File: config.mk
export PLATFORM = sky130hd
export DESIGN_NAME = acl_sel
export DESIGN_NICKNAME = d
export VERILOG_FILES = /design/src/sv/acl_pkg.sv /design/src/sv/acl_sel.sv
export SDC_FILE = /design/constraint.sdc
export NUM_CORES = 1
export LEC_CHECK = 0
export ABC_CLOCK_PERIOD_IN_PS = 4700
export CAP_MARGIN = 20
export CORE_AREA = 2 2 94 96
export DETAILED_ROUTE_END_ITERATION = 6
export DIE_AREA = 0 0 96 98
export DONT_BUFFER_PORTS = 1
export GPL_TIMING_DRIVEN = 1
export HOLD_SLACK_MARGIN = 0.12
export PLACE_DENSITY = 0.45
export SLEW_MARGIN = 25
export SYNTH_ARGS = -nofsm -noshare
export SYNTH_HDL_FRONTEND = slang
export SYNTH_SLANG_ARGS = --single-unit
File: constraint.sdc
create_clock -name clk -period 4.7 [get_ports clk]
set_input_delay 0.47 -clock clk [delete_from_list [all_inputs] [get_ports clk]]
set_output_delay 0.47 -clock clk [all_outputs]
set_load 0.005 [all_outputs]
File: src/sv/acl_pkg.sv
// shared types and codes for the fully associative lru cache directory
// request and response words, operation codes, selection status flags
// no dependencies
package acl_pkg;

    localparam int OPCODE_BITS = 2;
    localparam int KEY_BITS    = 32;
    localparam int INDEX_BITS  = 7;
    localparam int TIME_BITS   = 32;

    localparam logic [OPCODE_BITS-1:0] OP_LOOKUP    = 2'd0;
    localparam logic [OPCODE_BITS-1:0] OP_LOAD_DONE = 2'd1;
    localparam logic [OPCODE_BITS-1:0] OP_EVICT     = 2'd2;
    localparam logic [OPCODE_BITS-1:0] OP_FLUSH     = 2'd3;

    typedef struct packed {
        logic [OPCODE_BITS-1:0] opcode;
        logic [KEY_BITS-1:0]    key_tag;
        logic                   async_load;
        logic                   in_place;
        logic [INDEX_BITS-1:0]  target_entry;
        logic [TIME_BITS-1:0]   now_time;
    } req_t;

    typedef struct packed {
        logic [INDEX_BITS-1:0] entry_index;
        logic                  hit;
        logic                  replaced;
        logic                  status;
    } rsp_t;

    // running results of one scan over the directory
    typedef struct packed {
        logic found;
        logic found_pin;
        logic free_ok;
        logic old_ok;
    } sel_flags_t;

endpackage

File: src/sv/acl_sel.sv
// scan trackers: first tag match, first free entry and oldest idle entry
// depends on acl_pkg for the status flag struct and the time width
module acl_sel #(
    parameter int IDX_BITS = 7,
    parameter int TAG_BITS = 32
) (
    input  logic                   clk,
    input  logic                   rst_n,
    input  logic                   clear,
    input  logic                   sample,
    input  logic [IDX_BITS-1:0]    idx,
    input  logic                   ent_valid,
    input  logic                   ent_pin,
    input  logic [TAG_BITS-1:0]    ent_tag,
    input  logic [acl_pkg::TIME_BITS-1:0] ent_time,
    input  logic [TAG_BITS-1:0]    key,
    output acl_pkg::sel_flags_t    flags,
    output logic [IDX_BITS-1:0]    found_idx,
    output logic [IDX_BITS-1:0]    free_idx,
    output logic [IDX_BITS-1:0]    old_idx
);

    acl_pkg::sel_flags_t flags_reg, flags_next;
    logic [IDX_BITS-1:0] found_idx_reg, found_idx_next;
    logic [IDX_BITS-1:0] free_idx_reg, free_idx_next;
    logic [IDX_BITS-1:0] old_idx_reg, old_idx_next;
    logic [acl_pkg::TIME_BITS-1:0] old_time_reg, old_time_next;

    always_comb
    begin
        flags_next     = flags_reg;
        found_idx_next = found_idx_reg;
        free_idx_next  = free_idx_reg;
        old_idx_next   = old_idx_reg;
        old_time_next  = old_time_reg;
        if (clear)
        begin
            flags_next = '0;
        end
        else if (sample)
        begin
            if (!flags_reg.found && ent_valid && (ent_tag == key))
            begin
                flags_next.found     = 1'b1;
                flags_next.found_pin = ent_pin;
                found_idx_next       = idx;
            end
            if (!flags_reg.free_ok && !ent_valid && !ent_pin)
            begin
                flags_next.free_ok = 1'b1;
                free_idx_next      = idx;
            end
            // strict compare keeps the lowest index on equal times
            if (ent_valid && !ent_pin && (!flags_reg.old_ok || (ent_time < old_time_reg)))
            begin
                flags_next.old_ok = 1'b1;
                old_idx_next      = idx;
                old_time_next     = ent_time;
            end
        end
    end

    always_ff @(posedge clk or negedge rst_n)
    begin
        if (!rst_n)
        begin
            flags_reg <= '0;
        end
        else
        begin
            flags_reg <= flags_next;
        end
    end

    always_ff @(posedge clk)
    begin
        found_idx_reg <= found_idx_next;
        free_idx_reg  <= free_idx_next;
        old_idx_reg   <= old_idx_next;
        old_time_reg  <= old_time_next;
    end

    assign flags     = flags_reg;
    assign found_idx = found_idx_reg;
    assign free_idx  = free_idx_reg;
    assign old_idx   = old_idx_reg;

endmodule

==> run_results.csv, run 1 <==
group,metric,value,unit
logic_synthesis,synth_seq_cells,57,
clocking,clock_latency,0.33,ns
logic_synthesis,synthesis.instances,226,
clocking,hold_buffers,1,
worst_setup_path,cpMaxStageDelayCell,"a2111oi_0",
timing,setup_viol,0,
finish,antenna_cells,0,
floorplanning,placementRows,34,
logic_synthesis,yosys-top-cells-area,"edfxtp_1, ha_1, xor2_1",
power_and_ir_drop,p_total,1.07,mW
worst_setup_path,slowest_delay,0.72,ns
routing,drc,0,
timing,hold_viol_final,0,
power_and_ir_drop,p_comb_frac,0.062,
timing,worstMarginPinSlew,0.786,ns
floorplanning,die_area,0.00941,sq mm
logic_synthesis,synth-compound-area-share,0.0639,
timing,whs,0.197,ns
routing,antenna_left,0,
routing,first_iter_violations,31,
power_and_ir_drop,power.density,327,mW/mm^2
clocking,root_buffer,"clkbuf_8",
timing,fin_crit,2.87,ns
routing,wire_per_inst,16.0,microns
floorplanning,die_h,98,microns
worst_setup_path,reg2reg_from,"old_time_reg[14]",
worst_setup_path,arrival,2.94,ns
routing,dr_total_vias,1701,
clocking,cts_tree,"yes",
floorplanning,die_w,96,microns
logic_synthesis,synthAdderAreaFrac,0.134,
floorplanning,io_pins,134,
clocking,clock-sinks,57,
worst_setup_path,critPathKind,"register to register",
timing,drv_slew,0,
logic_synthesis,avgSynthCellArea,12.8,sq um
clocking,cts_resized,0,
finish,nets,380,
power_and_ir_drop,p_switching,0.228,mW
power_and_ir_drop,ir_drop,0.125,mV
grt,antenna_found_initial,0,
placement,gp_congestion,0.699,
worst_setup_path,crit_path_start_kind,"register",
logic_synthesis,synth_area_leader_cell,"edfxtp_1",
finish,area_growth,12.4,%
logic_synthesis,ys_seq_area_frac,0.584,
power_and_ir_drop,clock_power_share,0.405,
logic_synthesis,synth_cell_type_count,23,
clocking,postCtsSetupRepairBufs,0,
routing,drt-pass1-iter-count,5,
hold_path,hp-class,"primary input to register",
timing,max_slew_margin,0.462,
finish,layout-drive-gt1-share,0.0816,
power_and_ir_drop,p_leak,1.33,nW
worst_setup_path,cp_max_fo,22,
clocking,path_clk_slew,0.06,ns
grt,grt_max_degree,23,
logic_synthesis,synth_xor_xnor_area_share,0.0968,
placement,dp.cells,336,
power_and_ir_drop,swShare,0.214,
worst_setup_path,cp-end-kind,"register",
clocking,h-tree-depth,3,
worst_setup_path,path_cells,"inv_1 > ha_1 > nand4_1 > nor4_1 > a221oi_1 > a2111oi_0 > nor2_4 > buf_4",
logic_synthesis,synthMuxAreaShare,0.00346,
floorplanning,design.core.area,0.00847,sq mm
grt,grt_pass1_vias,1752,
finish,largest_reg_flops,32,
outcome,status,"complete, no violations",
timing,fmax,0.348,GHz
power_and_ir_drop,seqPwrFrac,0.533,
power_and_ir_drop,intPower,0.837,mW
finish,stdcell_count,353,
timing,post-route-period-util,0.611,
grt,grt.total_usage,0.124,
logic_synthesis,ys_warn_count,0,
routing,vias_per_cell,4.82,
timing,fin_tns_setup,0,ns
logic_synthesis,synth_top_family_by_area,"adder cells",
clocking,cts_buffers,9,
hold_path,hp-start,"clear",
logic_synthesis,syn_nets,366,
worst_setup_path,crit_required,4.77,ns
logic_synthesis,synth_top_area_frac,0.549,
logic_synthesis,syn_area,0.00290,sq mm
grt,overflow,0,
placement,io_buffers,0,
flow_run,maxCapViolations,0,
placement,dp_hpwl,4590,microns
floorplanning,floorplan.initialDensity,0.342,
logic_synthesis,synth-simple-area-share,0.0752,
grt,grt_pass1_wl,8490,microns
timing,clock_skew,0.00880,ns
worst_setup_path,crit_start,"old_time_reg[14]",
clocking,cts_max_path_buffers,2,
timing,rsz0062_at_grt,"no",
routing,drt-total-wl,5650,microns
==> power groups by stage <==
stage                     clock, mW  combinational, mW  sequential, mW
after floorplan                   0             0.0531           0.578
after global routing          0.474             0.0781           0.568
after detailed placement          0             0.0658           0.579
final                         0.431             0.0663           0.568
after CTS                     0.450             0.0679           0.568
after global placement            0             0.0648           0.579
==> logic make-up after synthesis <==
kind of cell	count (synthesis)
adders and majority gates	31
muxes	1
buffers and inverters	33
DFF	57
AOI/OAI and AO/OA	30
xor gates and xnor gates	32
and+or+nand+nor	42
==> per-stage QoR <==
| stage | util | setup WS (ns) | area, sq um |
|---|---|---|---|
| 6_report | 0.385 | 1.83 | 3260 |
| 5_1_grt | 0.385 | 1.60 | 3260 |
| 2_1_floorplan | - | 1.03 | 2900 |
| 4_1_cts | 0.385 | 1.78 | 3260 |
| 3_5_place_dp | 0.362 | 1.68 | 3060 |
| 3_3_place_gp | 0.362 | 1.63 | 3060 |
==> cells in the mapped netlist <==
master and n:
nand3_1 3, nand2b_1 2, a21oi_1 14, o21ai_0 3, nand4_1 8, mux2i_1 1, dfrtp_1 4, inv_1 33
xor2_1 25, o211ai_1 1, nand2_1 9, a2111oi_0 1, a211o_1 1, nor2_1 10, nor4_1 8, a221oi_1 1
or4_1 1, a21o_1 8, xnor2_1 7, ha_1 31, a31oi_1 1, edfxtp_1 53, or4_4 1
==> worst max-delay path, delay by kind of cell, from the launching register on <==
| kind | cells | cell delay [ns] |
|---|---|---|
| compound gates | 2 | 0.88 |
| simple gates | 3 | 0.77 |
| buf+inv | 2 | 0.35 |
| flops | 1 | 0.32 |
| fa+ha+maj | 1 | 0.28 |
==> final cells by class <==
cell class	instances	area, sq um
clock buffers	9	124
clock inverters	7	61.3
fillers	790	5210
inverters	33	124
multi-input cells	136	1090
flip-flops and latches	57	1690
well taps	108	135
repair buffers	3	25.0
==> path summary, 6_finish.rpt <==
kind | end | slack [ns] | depth (start not counted)
max | old_time_reg[29] | 1.83 | 8
min | flags[3] | 0.20 | 1
max in group asynchronous | flags[0] | 4.10 | 1
max reg2reg | old_time_reg[29] | 1.83 | 8
min reg2reg | flags[3] | 0.55 | 2
min in group asynchronous | flags[1] | 0.42 | 1
==> layer usage <==
metal  GRT usage  share of wire
met1       0.140           0.38
met2       0.193           0.49
met3      0.0625           0.12
met4      0.0593          0.017
met5           0              0
==> placed cells by master (no fill, tap or decap), types with 2 or more instances in the layout <==
cell type and n:
nand2_1 9, clkinv_2 4, edfxtp_1 53, nand4_1 8
ha_1 31, a21o_1 8, a21oi_1 14, nor2_1 9
nand3_1 3, buf_4 2, xnor2_1 7, nand2b_1 2
xor2_1 25, dfrtp_1 4, nor4_1 7, inv_1 33
o21ai_0 3, clkbuf_8 9
Power figures use the tool's default switching activity.
==> run 2: changes to the inputs <==
ABC_CLOCK_PERIOD_IN_PS = 2450   (was 4700)
PLACE_DENSITY = 0.46   (was 0.45)
clock period = 2.45 ns   (was 4.7 ns; I/O delays follow)
==> run 2 against run 1 <==
Against the previous run:
- wire length is 6.8% higher
- worst hold slack worse by 0.037 ns
- sequential share of layout area shrank 7.1 points
- power grew 99%
- maximum frequency is 30% higher
- die area stayed put
- utilization grew 6.1 points
- count of clock-buffer cells in the layout stayed put
- combinational power grew to 3.0 times the previous value
- critical endpoint is now old_idx[0]
- largest cell class unchanged
==> run_results.csv, run 2 (synthesis results as in run 1) <==
group,metric,value,unit
finish,fillers,781,
clocking,clock_latency,0.33,ns
worst_setup_path,crit_path_start_kind,"register",
timing,drv_slew,0,
finish,nets,432,
routing,drc,0,
finish,mostFrequentLayoutCell,"edfxtp_1",
worst_setup_path,critPathKind,"register to register",
timing,post-route-period-util,0.904,
worst_setup_path,cpMaxStageDelayCell,"a2111oi_2",
timing,clock_skew,0.00708,ns
routing,wire_per_inst,14.9,microns
worst_setup_path,slowest_delay,0.44,ns
floorplanning,floorplan.initialDensity,0.342,
placement,dp.cells,342,
finish,layout_common_cells,"edfxtp_1, dlygate4sd3_1, inv_1",
timing,setup_ws,0.234,ns
timing,fmax,0.451,GHz
worst_setup_path,path_cells,"inv_1 > ha_1 > nand4_1 > nor4_1 > a221oi_1 > a2111oi_2 > nor2_4 > buf_12",
worst_setup_path,path_buf_inv,2,
worst_setup_path,arrival,2.30,ns
clocking,cts_tree,"yes",
flow_run,maxCapViolations,0,
finish,stdcell_count,405,
routing,first_iter_violations,49,
grt,antenna_found_initial,0,
clocking,h-tree-depth,3,
timing,fin_crit,2.22,ns
routing,dr_total_vias,1928,
timing,max_slew_margin,0.719,
timing,hold_viol_final,0,
routing,vias_per_cell,4.76,
worst_setup_path,cp-end-kind,"register",
worst_setup_path,cp_max_fo,24,
floorplanning,die_w,96,microns
routing,drt-pass1-iter-count,6,
routing,antenna_left,0,
grt,grt.total_usage,0.132,
worst_setup_path,r2r_slack,0.23,ns
clocking,root_buffer,"clkbuf_8",
timing,rsz0062_at_grt,"no",
floorplanning,die_h,98,microns
floorplanning,placementRows,34,
clocking,cts_max_path_buffers,2,
grt,grt_max_degree,25,
placement,dp_hpwl,4480,microns
routing,drt-total-wl,6040,microns
floorplanning,design.core.area,0.00847,sq mm
clocking,path_clk_slew,0.07,ns
timing,worstMarginPinSlew,0.420,ns
clocking,cts_buffers,9,
placement,io_buffers,0,
power_and_ir_drop,p_leak,1.55,nW
power_and_ir_drop,ir_drop,0.221,mV
grt,grt_pass1_vias,1878,
finish,area_growth,30.2,%
placement,dpl_cell_area,0.00312,sq mm
placement,dp_slack,-0.330,ns
floorplanning,io_pins,134,
hold_path,hp-class,"primary input to register",
placement,gp_congestion,0.705,
grt,grt_pass1_wl,9130,microns
finish,layout-drive-gt1-share,0.0943,
floorplanning,die_area,0.00941,sq mm
finish,largest_reg_flops,32,
power_and_ir_drop,power.density,561,mW/mm^2
finish,fin_area,0.00377,sq mm
finish,antenna_cells,0,
worst_setup_path,crit_required,2.53,ns
timing,setup_viol,0,
clocking,clock-sinks,57,
worst_setup_path,crit_family,"compound AO/OA/AOI/OAI gates",
timing,whs,0.160,ns
grt,overflow,0,
outcome,status,"complete, no violations",
## run 2: layout make-up
class	count	area, sq um	area share
clock buffer	9	124	0.0328
clock inverter	7	61.3	0.0163
inverter	33	124	0.0328
multi-input combinational	136	1100	0.292
sequential	57	1690	0.448
tap	108	135	0.0358
timing repair buffer	55	536	0.142
## run 2: final timing paths
path,cells after the start,to,startpoint
max in group asynchronous,1,flags[2],rst_n
min reg2reg,2,flags[3],flags[3]
max reg2reg,8,old_idx[0],old_time_reg[11]
min,3,flags[0],ent_pin
max,8,old_idx[0],old_time_reg[11]
min in group asynchronous,1,flags[0],rst_n
## run 2: where the power goes
part / leakage (nW) / switching, mW / internal (mW)
Clock: 0.0877 / 0.375 / 0.457
Combinational: 0.926 / 0.0782 / 0.117
Sequential: 0.536 / 0.00651 / 1.08
Total: 1.55 / 0.459 / 1.66
## run 2: through the flow
stage / util / total power, mW / TNS (ns)
3_3_place_gp: 0.366 / 1.24 / -18.75
5_1_grt: 0.446 / 2.23 / 0
6_report: 0.446 / 2.12 / 0
4_1_cts: 0.446 / 2.16 / 0
3_5_place_dp: 0.368 / 1.24 / -9.93
2_1_floorplan: - / 1.21 / 0
## run 2: timing repair
item / CTS / global route
buffers inserted: 3 / 0
hold endpoints to repair: 61 / 0
hold buffers: 44 / 0
endpoints found under the setup margin: 39 / 0
gates resized for setup: 2 / 0
## run 2: per-layer routing
metal,up-vias,GRT usage,part of all wire
li1,947,-,-
met1,879,0.157,0.42
met2,95,0.203,0.48
met3,7,0.0478,0.088
met4,0,0.0758,0.015
met5,-,0,0
## run 2: worst min-delay path, stage by stage
cell and delay, ns:
inv_1 0.05, a31oi_1 0.08, nor2_1 0.08
==> run 3: changes to the inputs <==
CORE_AREA = 2 2 75 77   (was 2 2 94 96)
DIE_AREA = 0 0 77 79   (was 0 0 96 98)
PLACE_DENSITY = 0.69   (was 0.46)
==> run 3 against run 2 <==
Against the previous run:
- critical path depth is the same
- highest routed layer unchanged
- worst setup slack gained 0.020 ns
- cell count shrank 9.4%
- wire length shrank 0.70%
- register-to-register slack gained 0.02 ns
- sequential power is essentially flat
- clock skew is essentially flat
- utilization grew 25 points
- die area shrank 35%
- via count grew 0.99%
- worst hold slack gained 0.033 ns
- non-clock buffer count shrank 2
==> run_results.csv, run 3 (synthesis results as in run 1) <==
group,metric,value,unit
routing,drc,0,
timing,max_slew_margin,0.727,
routing,drt-pass1-iter-count,4,
floorplanning,die_h,79,microns
power_and_ir_drop,intPower,1.77,mW
power_and_ir_drop,clock_power_share,0.414,
floorplanning,io_pins,134,
grt,grt.total_usage,0.205,
routing,dr_total_vias,1947,
power_and_ir_drop,seqPwrFrac,0.496,
routing,wire_per_inst,16.3,microns
worst_setup_path,cp_max_fo,25,
grt,grt_max_degree,26,
worst_setup_path,reg2reg_from,"old_time_reg[10]",
finish,largest_reg_flops,32,
worst_setup_path,arrival,2.27,ns
flow_run,maxCapViolations,0,
routing,antenna_left,0,
finish,layout_common_cells,"edfxtp_1, dlygate4sd3_1, inv_1",
timing,post-route-period-util,0.896,
clocking,cts_max_path_buffers,2,
clocking,path_clk_slew,0.06,ns
clocking,clock_latency,0.33,ns
worst_setup_path,critPathKind,"register to register",
timing,fmax,0.455,GHz
placement,dp_hpwl,4410,microns
timing,worstMarginPinSlew,0.409,ns
worst_setup_path,slowest_delay,0.43,ns
power_and_ir_drop,swShare,0.195,
power_and_ir_drop,p_comb_frac,0.090,
finish,mostFrequentLayoutCell,"edfxtp_1",
worst_setup_path,crit_path_start_kind,"register",
finish,layout-drive-gt1-share,0.0814,
grt,grt_pass1_wl,9180,microns
routing,vias_per_cell,5.31,
timing,clock_skew,0.00663,ns
routing,drt-total-wl,5990,microns
finish,fin_area,0.00374,sq mm
finish,area_growth,29.0,%
floorplanning,placementRows,27,
clocking,cts_buffers,9,
clocking,root_buffer,"clkbuf_8",
placement,dp_slack,-0.275,ns
power_and_ir_drop,p_leak,1.56,nW
hold_path,hp-class,"primary input to asynchronous set/reset pin",
clocking,h-tree-depth,3,
routing,first_iter_violations,96,
worst_setup_path,ff2ff_path_depth,8,
timing,hold_viol_final,0,
clocking,clock-sinks,57,
power_and_ir_drop,power.density,588,mW/mm^2
floorplanning,die_w,77,microns
floorplanning,design.core.area,0.00534,sq mm
placement,gp_congestion,0.762,
outcome,status,"complete, no violations",
placement,io_buffers,0,
finish,nets,430,
timing,rsz0062_at_grt,"no",
grt,overflow,0,
worst_setup_path,r2r_end,"old_time_reg[7]",
worst_setup_path,path_cells,"inv_1 > ha_1 > nand4_1 > nor4_1 > a221oi_1 > a2111oi_2 > nor2_4 > buf_16",
power_and_ir_drop,p_total,2.20,mW
timing,fin_crit,2.20,ns
grt,grt_pass1_vias,1977,
finish,antenna_cells,0,
timing,setup_ws,0.255,ns
grt,antenna_found_initial,0,
timing,setup_viol,0,
worst_setup_path,cpMaxStageDelayCell,"a2111oi_2",
worst_setup_path,crit_required,2.53,ns
placement,dpl_cell_area,0.00307,sq mm
floorplanning,floorplan.initialDensity,0.543,
floorplanning,die_area,0.00608,sq mm
power_and_ir_drop,ir_drop,0.350,mV
power_and_ir_drop,p_switching,0.429,mW
clocking,cts_tree,"yes",
worst_setup_path,cp-end-kind,"register",
timing,drv_slew,0,
worst_setup_path,r2r_slack,0.25,ns
## run 3: cell types whose count changed in the layout (fill, tap and decap cells not counted)
cell	change
bufinv_16	+1
buf_4	-2
clkinv_2	-1
clkinvlp_4	-2
buf_16	+1
clkinv_1	-1
buf_12	-1
clkbuf_1	+3
## run 3: worst max-delay path, delay by kind of cell (launching register included)
family | cells | cell delay [ns]
AOI/OAI and AO/OA | 2 | 0.59
DFF | 1 | 0.32
buffers and inverters | 2 | 0.24
and+or+nand+nor | 3 | 0.51
adders and majority gates | 1 | 0.29
## run 3: metal layers
metal  share of wire  up-vias  track usage
li1                -      940            -
met1            0.36      906        0.213
met2            0.53       88        0.365
met3           0.082       13       0.0705
met4           0.026        0        0.116
met5               0        -            0
## run 3: layout make-up
type	instances	area, sq um
clock buffers	12	135
clock inverters	4	67.6
fillers	420	1600
inverters	33	124
multi-input cells	136	1100
flip-flops and latches	57	1690
well taps	72	90.1
repair buffers	53	528
## run 3: through the flow
stage,utilization,instances,TNS [ns],hold slack (ns)
floorplan,-,226,0,-0.0506
global placement,0.571,304,-14.01,-0.0504
detailed placement,0.576,305,-7.97,-0.0504
CTS,0.700,367,0,0.178
global route,0.700,367,0,0.192
finish,0.700,367,0,0.192
## run 3: worst max-delay path by stage
stage                     slack (ns)  cells after the start              from               to
after global routing            0.03                      8  old_time_reg[10]  old_time_reg[7]
after floorplan                 0.03                      8  old_time_reg[25]       old_idx[0]
after detailed placement       -0.28                      8  old_time_reg[10]       old_idx[3]
after CTS                       0.21                      8  old_time_reg[10]       old_idx[3]
after global placement         -0.36                      7  old_time_reg[13]       old_idx[0]
final                           0.25                      8  old_time_reg[10]  old_time_reg[7]
## run 3: timing repair
| item | CTS | global route |
|---|---|---|
| endpoints found under the hold margin | 61 | 0 |
| hold buffers | 44 | 0 |
| setup buffers | 2 | 0 |
| gates resized for setup | 2 | 0 |
| setup endpoints to repair | 39 | 0 |
## run 3: power by group through the flow
stage	Combinational, mW	Clock [mW]	Sequential, mW
2_1_floorplan	0.102	0	1.11
3_3_place_gp	0.127	0	1.11
3_5_place_dp	0.132	0	1.11
4_1_cts	0.199	0.927	1.09
5_1_grt	0.225	0.971	1.09
6_report	0.198	0.910	1.09
